## src/rtl/urd_pkg.sv

```systemverilog
package urd_pkg;

    localparam int VALUE_BITS  = 64;
    localparam int STEP_BITS   = 8;
    localparam int DIV_STEPS   = (VALUE_BITS + STEP_BITS - 1) / STEP_BITS;
    localparam int PAD_BITS    = DIV_STEPS * STEP_BITS;
    localparam int DIV_CNT_W   = (DIV_STEPS > 1) ? $clog2(DIV_STEPS) : 1;
    localparam int DIGIT_SLOTS = 64;
    localparam int ADDR_W      = $clog2(DIGIT_SLOTS);
    localparam int COUNT_W     = 7;
    localparam int DIGIT_W     = 4;
    localparam int BASE_W      = 5;
    localparam int CHAR_W      = 7;
    localparam int RADIX_W     = 8;
    localparam int IN_VALUE_W  = 64;

    localparam logic [BASE_W-1:0] DEFAULT_BASE = BASE_W'(10);
    localparam logic [CHAR_W-1:0] CHAR_ZERO    = 7'h30;
    localparam logic [CHAR_W-1:0] CHAR_UPPER_A = 7'h41;
    localparam logic [CHAR_W-1:0] CHAR_LOWER_A = 7'h61;

    typedef struct packed {
        logic              en;
        logic [ADDR_W-1:0] addr;
        logic [DIGIT_W-1:0] data;
    } t_store_wr;

    typedef enum logic [3:0] {
        S_IDLE   = 4'b0001,
        S_DIVIDE = 4'b0010,
        S_FETCH  = 4'b0100,
        S_SHOW   = 4'b1000
    } t_state;

    function automatic logic [BASE_W-1:0] map_base(input logic [RADIX_W-1:0] radix);
        logic [BASE_W-1:0] result;
        if (radix < RADIX_W'(2) || radix > RADIX_W'(16)) begin
            result = DEFAULT_BASE;
        end else begin
            result = radix[BASE_W-1:0];
        end
        return result;
    endfunction

    function automatic logic [CHAR_W-1:0] digit_ascii(input logic [DIGIT_W-1:0] d,
                                                      input logic upper);
        logic [CHAR_W-1:0] result;
        if (d < DIGIT_W'(10)) begin
            result = CHAR_ZERO + CHAR_W'(d);
        end else if (upper) begin
            result = CHAR_UPPER_A + CHAR_W'(d) - CHAR_W'(10);
        end else begin
            result = CHAR_LOWER_A + CHAR_W'(d) - CHAR_W'(10);
        end
        return result;
    endfunction

endpackage

```

## src/rtl/urd_divider.sv

```systemverilog
module urd_divider (
    input  logic                          i_clk,
    input  logic                          i_rst_n,
    input  logic                          i_load,
    input  logic [urd_pkg::VALUE_BITS-1:0] i_dividend,
    input  logic [urd_pkg::BASE_W-1:0]     i_base,
    output logic                          o_done,
    output logic [urd_pkg::VALUE_BITS-1:0] o_quotient,
    output logic [urd_pkg::DIGIT_W-1:0]    o_remainder
);
    import urd_pkg::*;

    logic [PAD_BITS-1:0]  r_work;
    logic [PAD_BITS-1:0]  n_work;
    logic [DIGIT_W-1:0]   r_rem;
    logic [DIGIT_W-1:0]   n_rem;
    logic [DIV_CNT_W-1:0] r_cnt;
    logic                 r_busy;
    logic                 r_done;

    // Restoring division, several quotient bits per cycle; the remainder
    // stays below the base, so it is at most four bits wide.
    always_comb begin
        logic [DIGIT_W:0]     t;
        logic [DIGIT_W-1:0]   rem;
        logic [STEP_BITS-1:0] q;
        rem = r_rem;
        q   = '0;
        for (int j = 0; j < STEP_BITS; j++) begin
            t = {rem, r_work[PAD_BITS-1-j]};
            if (t >= i_base) begin
                q[STEP_BITS-1-j] = 1'b1;
                t = t - i_base;
            end
            rem = t[DIGIT_W-1:0];
        end
        n_rem  = rem;
        n_work = (r_work << STEP_BITS) | PAD_BITS'(q);
    end

    always_ff @(posedge i_clk) begin
        if (!i_rst_n) begin
            r_busy <= 1'b0;
            r_done <= 1'b0;
            r_cnt  <= '0;
        end else if (i_load) begin
            r_busy <= 1'b1;
            r_done <= 1'b0;
            r_cnt  <= '0;
        end else if (r_busy) begin
            r_cnt <= r_cnt + DIV_CNT_W'(1);
            if (r_cnt == DIV_CNT_W'(DIV_STEPS - 1)) begin
                r_busy <= 1'b0;
                r_done <= 1'b1;
            end
        end else begin
            r_done <= 1'b0;
        end
    end

    always_ff @(posedge i_clk) begin
        if (i_load) begin
            r_work <= PAD_BITS'(i_dividend);
            r_rem  <= '0;
        end else if (r_busy) begin
            r_work <= n_work;
            r_rem  <= n_rem;
        end
    end

    assign o_done      = r_done;
    assign o_quotient  = r_work[VALUE_BITS-1:0];
    assign o_remainder = r_rem;

endmodule

```

## src/rtl/urd_digit_store.sv

```systemverilog
module urd_digit_store (
    input  logic                        i_clk,
    input  urd_pkg::t_store_wr          i_wr,
    input  logic [urd_pkg::ADDR_W-1:0]  i_rd_addr,
    output logic [urd_pkg::DIGIT_W-1:0] o_rd_data
);
    import urd_pkg::*;

    logic [DIGIT_W-1:0] r_mem [DIGIT_SLOTS];
    logic [DIGIT_W-1:0] r_rd_data;

    always_ff @(posedge i_clk) begin
        if (i_wr.en) begin
            r_mem[i_wr.addr] <= i_wr.data;
        end
        r_rd_data <= r_mem[i_rd_addr];
    end

    assign o_rd_data = r_rd_data;

endmodule

```

## src/rtl/unsigned_to_radix_digits.sv

```systemverilog
// Channel   Direction  Handshake                  Payload
// request   in         start high, busy low       i_value, i_radix, i_upper_case
// digit     out        o_valid for one cycle      o_digit_char, o_last_digit, o_digit_count
//
// A request is loaded into the shared divider, which yields one digit per division
// and writes it to the digit store; the store is then read back, most significant
// digit first, and each digit presented. A zero value skips the divider.
// Reset is synchronous and active low; the block comes out of it idle.
// Digits cannot be held off by the receiver; busy stays high until the last one.
module unsigned_to_radix_digits (
    input  logic                           i_clk,
    input  logic                           i_rst_n,
    input  logic                           start,
    output logic                           busy,
    input  logic [urd_pkg::IN_VALUE_W-1:0] i_value,
    input  logic [urd_pkg::RADIX_W-1:0]    i_radix,
    input  logic                           i_upper_case,
    output logic                           o_valid,
    output logic [urd_pkg::CHAR_W-1:0]     o_digit_char,
    output logic                           o_last_digit,
    output logic [urd_pkg::COUNT_W-1:0]    o_digit_count
);
    import urd_pkg::*;

    t_state               r_state;
    t_state               n_state;
    logic [COUNT_W-1:0]   r_count;
    logic [COUNT_W-1:0]   n_count;
    logic [ADDR_W-1:0]    r_idx;
    logic [ADDR_W-1:0]    n_idx;
    logic [BASE_W-1:0]    r_base;
    logic                 r_upper;
    logic                 accept;
    logic [VALUE_BITS-1:0] masked_value;

    logic                  div_load;
    logic [VALUE_BITS-1:0] div_dividend;
    logic                  div_done;
    logic [VALUE_BITS-1:0] div_quotient;
    logic [DIGIT_W-1:0]    div_remainder;

    t_store_wr             store_wr;
    logic [DIGIT_W-1:0]    rd_data;

    assign accept       = start && !busy;
    assign masked_value = i_value[VALUE_BITS-1:0];

    urd_divider u_divider (
        .i_clk       (i_clk),
        .i_rst_n     (i_rst_n),
        .i_load      (div_load),
        .i_dividend  (div_dividend),
        .i_base      (r_base),
        .o_done      (div_done),
        .o_quotient  (div_quotient),
        .o_remainder (div_remainder)
    );

    urd_digit_store u_store (
        .i_clk     (i_clk),
        .i_wr      (store_wr),
        .i_rd_addr (r_idx),
        .o_rd_data (rd_data)
    );

    always_comb begin
        n_state       = r_state;
        n_count       = r_count;
        n_idx         = r_idx;
        div_load      = 1'b0;
        div_dividend  = div_quotient;
        store_wr.en   = 1'b0;
        store_wr.addr = r_count[ADDR_W-1:0];
        store_wr.data = div_remainder;
        case (r_state)
            S_IDLE: begin
                if (accept) begin
                    if (masked_value == '0) begin
                        store_wr.en   = 1'b1;
                        store_wr.addr = '0;
                        store_wr.data = '0;
                        n_count       = COUNT_W'(1);
                        n_idx         = '0;
                        n_state       = S_FETCH;
                    end else begin
                        div_load     = 1'b1;
                        div_dividend = masked_value;
                        n_count      = '0;
                        n_state      = S_DIVIDE;
                    end
                end
            end
            S_DIVIDE: begin
                if (div_done) begin
                    store_wr.en = 1'b1;
                    n_count     = r_count + COUNT_W'(1);
                    n_idx       = r_count[ADDR_W-1:0];
                    if (div_quotient == '0 || n_count == COUNT_W'(DIGIT_SLOTS)) begin
                        n_state = S_FETCH;
                    end else begin
                        div_load = 1'b1;
                    end
                end
            end
            S_FETCH: begin
                n_state = S_SHOW;
            end
            S_SHOW: begin
                if (r_idx == '0) begin
                    n_state = S_IDLE;
                end else begin
                    n_idx   = r_idx - ADDR_W'(1);
                    n_state = S_FETCH;
                end
            end
            default: begin
                n_state = S_IDLE;
            end
        endcase
    end

    always_ff @(posedge i_clk) begin
        if (!i_rst_n) begin
            r_state <= S_IDLE;
            r_count <= '0;
        end else begin
            r_state <= n_state;
            r_count <= n_count;
        end
    end

    always_ff @(posedge i_clk) begin
        r_idx <= n_idx;
        if (accept) begin
            r_base  <= map_base(i_radix);
            r_upper <= i_upper_case;
        end
    end

    assign busy          = (r_state != S_IDLE);
    assign o_valid       = (r_state == S_SHOW);
    assign o_last_digit  = o_valid && (r_idx == '0);
    assign o_digit_char  = digit_ascii(rd_data, r_upper);
    assign o_digit_count = o_last_digit ? r_count : '0;

    a_valid_while_busy: assert property (@(posedge i_clk) disable iff (!i_rst_n)
        o_valid |-> busy)
        else $error("digit presented while idle");

    a_accept_busy: assert property (@(posedge i_clk) disable iff (!i_rst_n)
        accept |=> busy)
        else $error("request taken but block not busy");

    a_last_frees: assert property (@(posedge i_clk) disable iff (!i_rst_n)
        o_last_digit |=> !busy)
        else $error("block still busy after the last digit");

    a_count_only_last: assert property (@(posedge i_clk) disable iff (!i_rst_n)
        (o_valid && !o_last_digit) |-> (o_digit_count == '0))
        else $error("digit count given on a digit that is not the last");

    a_count_nonzero: assert property (@(posedge i_clk) disable iff (!i_rst_n)
        o_last_digit |-> (o_digit_count != '0))
        else $error("last digit carries a zero count");

endmodule
```

## config.mk

```make
export PLATFORM = sky130hd
export DESIGN_NAME = unsigned_to_radix_digits
export DESIGN_NICKNAME = d
export VERILOG_FILES = /design/src/rtl/urd_pkg.sv /design/src/rtl/urd_divider.sv /design/src/rtl/urd_digit_store.sv /design/src/rtl/unsigned_to_radix_digits.sv
export SDC_FILE = /design/constraint.sdc
export NUM_CORES = 1
export LEC_CHECK = 0
export BUFFER_PORTS_ARGS = -buffer_cell sky130_fd_sc_hd__clkbuf_2
export CAP_MARGIN = 20
export CORE_MARGIN = 1.5
export CORE_UTILIZATION = 48
export DETAILED_ROUTE_END_ITERATION = 12
export PLACE_DENSITY = 0.73
export RECOVER_POWER = 25
export SYNTH_ARGS = -nofsm -noshare
export SYNTH_HDL_FRONTEND = slang
export SYNTH_SLANG_ARGS = --single-unit
```

## constraint.sdc

```tcl
create_clock -name i_clk -period 17.3 [get_ports i_clk]
set_input_delay 0.865 -clock i_clk [delete_from_list [all_inputs] [get_ports i_clk]]
set_output_delay 0.865 -clock i_clk [all_outputs]
set_load 0.01 [all_outputs]
```

==> results.md <==
* Status: complete, but fails checks
* Failing checks: capacitance limit, slew limit
* Post-synth EDFFs at ~330
* DP HPWL at roughly 27 mm
* Setup TNS at 0 ns
* N_diodes at 0
* Htree depth at 2
* Clock tree skew after final layout at around 0.021 ns
* Overall routing resource usage at ~22%
* PortBufs at ~90
* Reg clk slew, reported paths at 0.06 ns
* R2r startpoint: r_base[1]$_SDFFCE_PP1P_
* Max-slew violations at 134
* FP Rows at roughly 70
* Hold path endpoint: r_upper$_DFFE_PP_
* Core Area at 0.0347 sq mm
* Required time worst endpoint at 17.76 ns
* Max incr delay on CP at roughly 0.66 ns
* Avg WL per Cell at about 22 um
* Sequential cell area fraction in the yosys report at approximately three fifths
* Die Y at between 150 and 200 um
* WL met2 at around 20 mm
* Max FO, Critical Path at 10
* Crit Path Category: flop to flop
* Pwr dens at 230 mW/mm^2
* Final setup viols at 0
* Global-route wire length before repair at between 60 and 70 mm
* R2R depth at 48
* Violation count after the first detailed-route iteration at roughly 900
* Leak at 0.00674 uW
* Async set or reset register ratio after synthesis at 0%
* Setup crit end kind: flop
* # IOs at 93
* Area of the mapped netlist at roughly 0.017 sq mm
* Total number of vias at 10796
* F_max at 79.2 MHz
* Deepest clock path buffer count at 3
* FF-to-FF setup slack at 4.67 ns
* Synth warnings at 0
* Synth Instances at approximately 1200
* Wire length on met3 at about 2.7 mm
* Initial antenna violation count at 1
* Avg Synthesized Cell Area at roughly 14 sq um
* PostCTS Resize Cnt at 0
* Clock tree from TritonCTS: yes
* Final hold viol count at 0
* Worst slew margin at -198%
* Met1 wire length at around 16 mm
* Routability cong. at approximately 0.9
* Post-synth top flop: edfxtp_1
* Fin crit share at around 73%
* Hold Crit Class: input port to flop
* Most frequent cells in the layout: edfxtp_1 (332), nor2_1 (85), clkbuf_2 (83)
* Register area at roughly 0.010 sq mm
* Hold Path Stages at 1
* Most frequent CP cell: ha_1
* DRT Wirelength at 39.8 mm
* Number of synthesized register bits at 356
* Slowest cell on crit path: edfxtp_1
* Most common cell after layout, fill and taps aside: edfxtp_1
* Root Buffer: clkbuf_16
* Filler Cells Inserted at roughly 2800
* Worst EP arrival at roughly 13 ns
* Max layer used: met5
* Layout cells sized above 1 at between 20% and 30%
* Vias in the first global route at 10839
* Die X at about 190 um
* Area growth from synthesis to layout at 12.6%
* Buffer count from post-CTS setup fixing at 0
* Drt drc at 0
* Max cap viols at 3
* Worst skew pair latency at approximately 0.55 ns
* Area of the multi-input gates at 0.00613 sq mm
* Initial DRT Pass Iterations at 5
* Die ar. at approximately 0.037 sq mm
* Vias per cell at 6.06
* Worst hold margin at 0.510 ns
* Hold wc startpoint: i_upper_case
* Worst R2R End: u_divider.o_remainder[3]$_SDFFE_PP0P_
* Sink Count at roughly 360
* Worst-margin pin slew at between 4 and 5 ns
* Maximum vdd drop at between 0.0004 and 0.0005 V
* Cell variety after synth at 63
* Antenna Nets Post-Route at 0
* CP Launch Type: flop
* Hold buffer count at CTS at 0
* GRT Residual Overflow at 0
* RSZ-0062 raised after global routing: false
* Cts bufs inserted at 38
* Initial Util at 49.0%
* Syn Nets at between 1000 and 1500
* Largest net degree at the start of global routing at 74
* Fin nets at between 1000 and 1500
* Final min period at around 13 ns
## power breakdown
part	internal, uW	leakage (uW)	total (uW)	switching (uW)
combinational	1050	0.00286	2380	1330
clock	475	0.000615	817	342
sequential	1130	0.00327	1200	68.6
## layer usage
metal,vias to the layer above,GRT usage [%]
met5,-,0
met4,2,9.19
met3,85,3.58
met2,467,37.2
met1,5332,28.3
li1,4910,-
## area by class of cell
cell class	count	share of cell area (%)
well taps	455	2.97
repair buffers	108	3.13
clock inverters	22	1.32
clock buffers	46	5.17
multi-input cells	750	32.0
flip-flops and latches	356	54.5
inverters	44	0.862
## cells in the mapped netlist (8+ instances only)
cell type	instances	area, sq um
nand2b_1	10	62.6
nor2_1	85	319
ha_1	45	563
o22ai_1	9	56.3
nor4_1	39	244
nand3_1	15	75.1
a21oi_1	56	280
dfxtp_1	24	480
nand4_1	12	75.1
a31oi_1	11	68.8
o21ai_0	38	190
a21o_1	15	113
nand2_1	54	203
mux2i_1	65	651
mux2_2	55	619
mux2_4	20	300
buf_2	12	60.1
inv_1	43	161
edfxtp_1	332	9970
and2_1	13	81.3
xnor2_1	14	123
clkbuf_1	35	131
mux4_2	33	743
nor2b_1	11	68.8
or3_1	8	50.1
nor3_1	22	110
o221ai_1	35	307
a211oi_1	10	75.1
fa_1	8	160
## critical path: cells and delay by family (launching register included)
kind	cells	cell delay, ns
AO/OA/AOI/OAI	26	5.76
adder cells (fa/ha/maj)	8	2.47
buffers and inverters	6	0.93
flip-flops	1	0.66
multiplexers	6	2.13
AND/OR/NAND/NOR	2	0.58
## registers in the layout, summed over array words and instances, names as in the netlist
name,count
r_idx,6
u_divider.r_cnt,3
r_base,5
r_count,7
r_state,4
u_divider.o_remainder,4
u_divider.r_busy,1
u_store.o_rd_data,4
u_store.r_mem,256
u_divider.o_done,1
r_upper,1
u_divider.o_quotient,64
## how the worst max path moves through the flow
stage                                 start                                    end  slack [ns]  cells after the start
finish              r_base[1]$_SDFFCE_PP1P_  u_divider.o_remainder[3]$_SDFFE_PP0P_        4.67                     48
global placement    r_base[1]$_SDFFCE_PP1P_      u_divider.o_quotient[0]$_DFFE_PP_        5.00                     45
floorplan           r_base[1]$_SDFFCE_PP1P_      u_divider.o_quotient[0]$_DFFE_PP_        6.38                     47
global route        r_base[1]$_SDFFCE_PP1P_  u_divider.o_remainder[3]$_SDFFE_PP0P_        3.73                     47
detailed placement  r_base[1]$_SDFFCE_PP1P_  u_divider.o_remainder[3]$_SDFFE_PP0P_        4.27                     47
CTS                 r_base[1]$_SDFFCE_PP1P_  u_divider.o_remainder[3]$_SDFFE_PP0P_        4.29                     47
## through the flow
step                utilization [%]  cell area [sq um]  setup slack (ns)  power [uW]  instances
floorplan                         -              17000              6.38        3060       1206
global placement               51.5              17900              5.00        3450       1708
detailed placement             51.5              17900              4.27        3530       1708
CTS                            55.1              19100              4.29        4350       1776
global route                   55.2              19200              3.73        4710       1781
finish                         55.2              19200              4.67        4400       1781
## cell families (layout without fill, tap and decap cells)
logic type	Yosys count	in the layout	synth area share (%)
flops	356	356	61.4
xor+xnor	21	21	1.08
simple gates	299	299	9.06
mux	174	174	13.7
fa+ha+maj	53	53	4.25
compound gates	203	203	7.93
buf+inv	100	220	2.60
No activity file was read; power rests on OpenSTA's default activity.
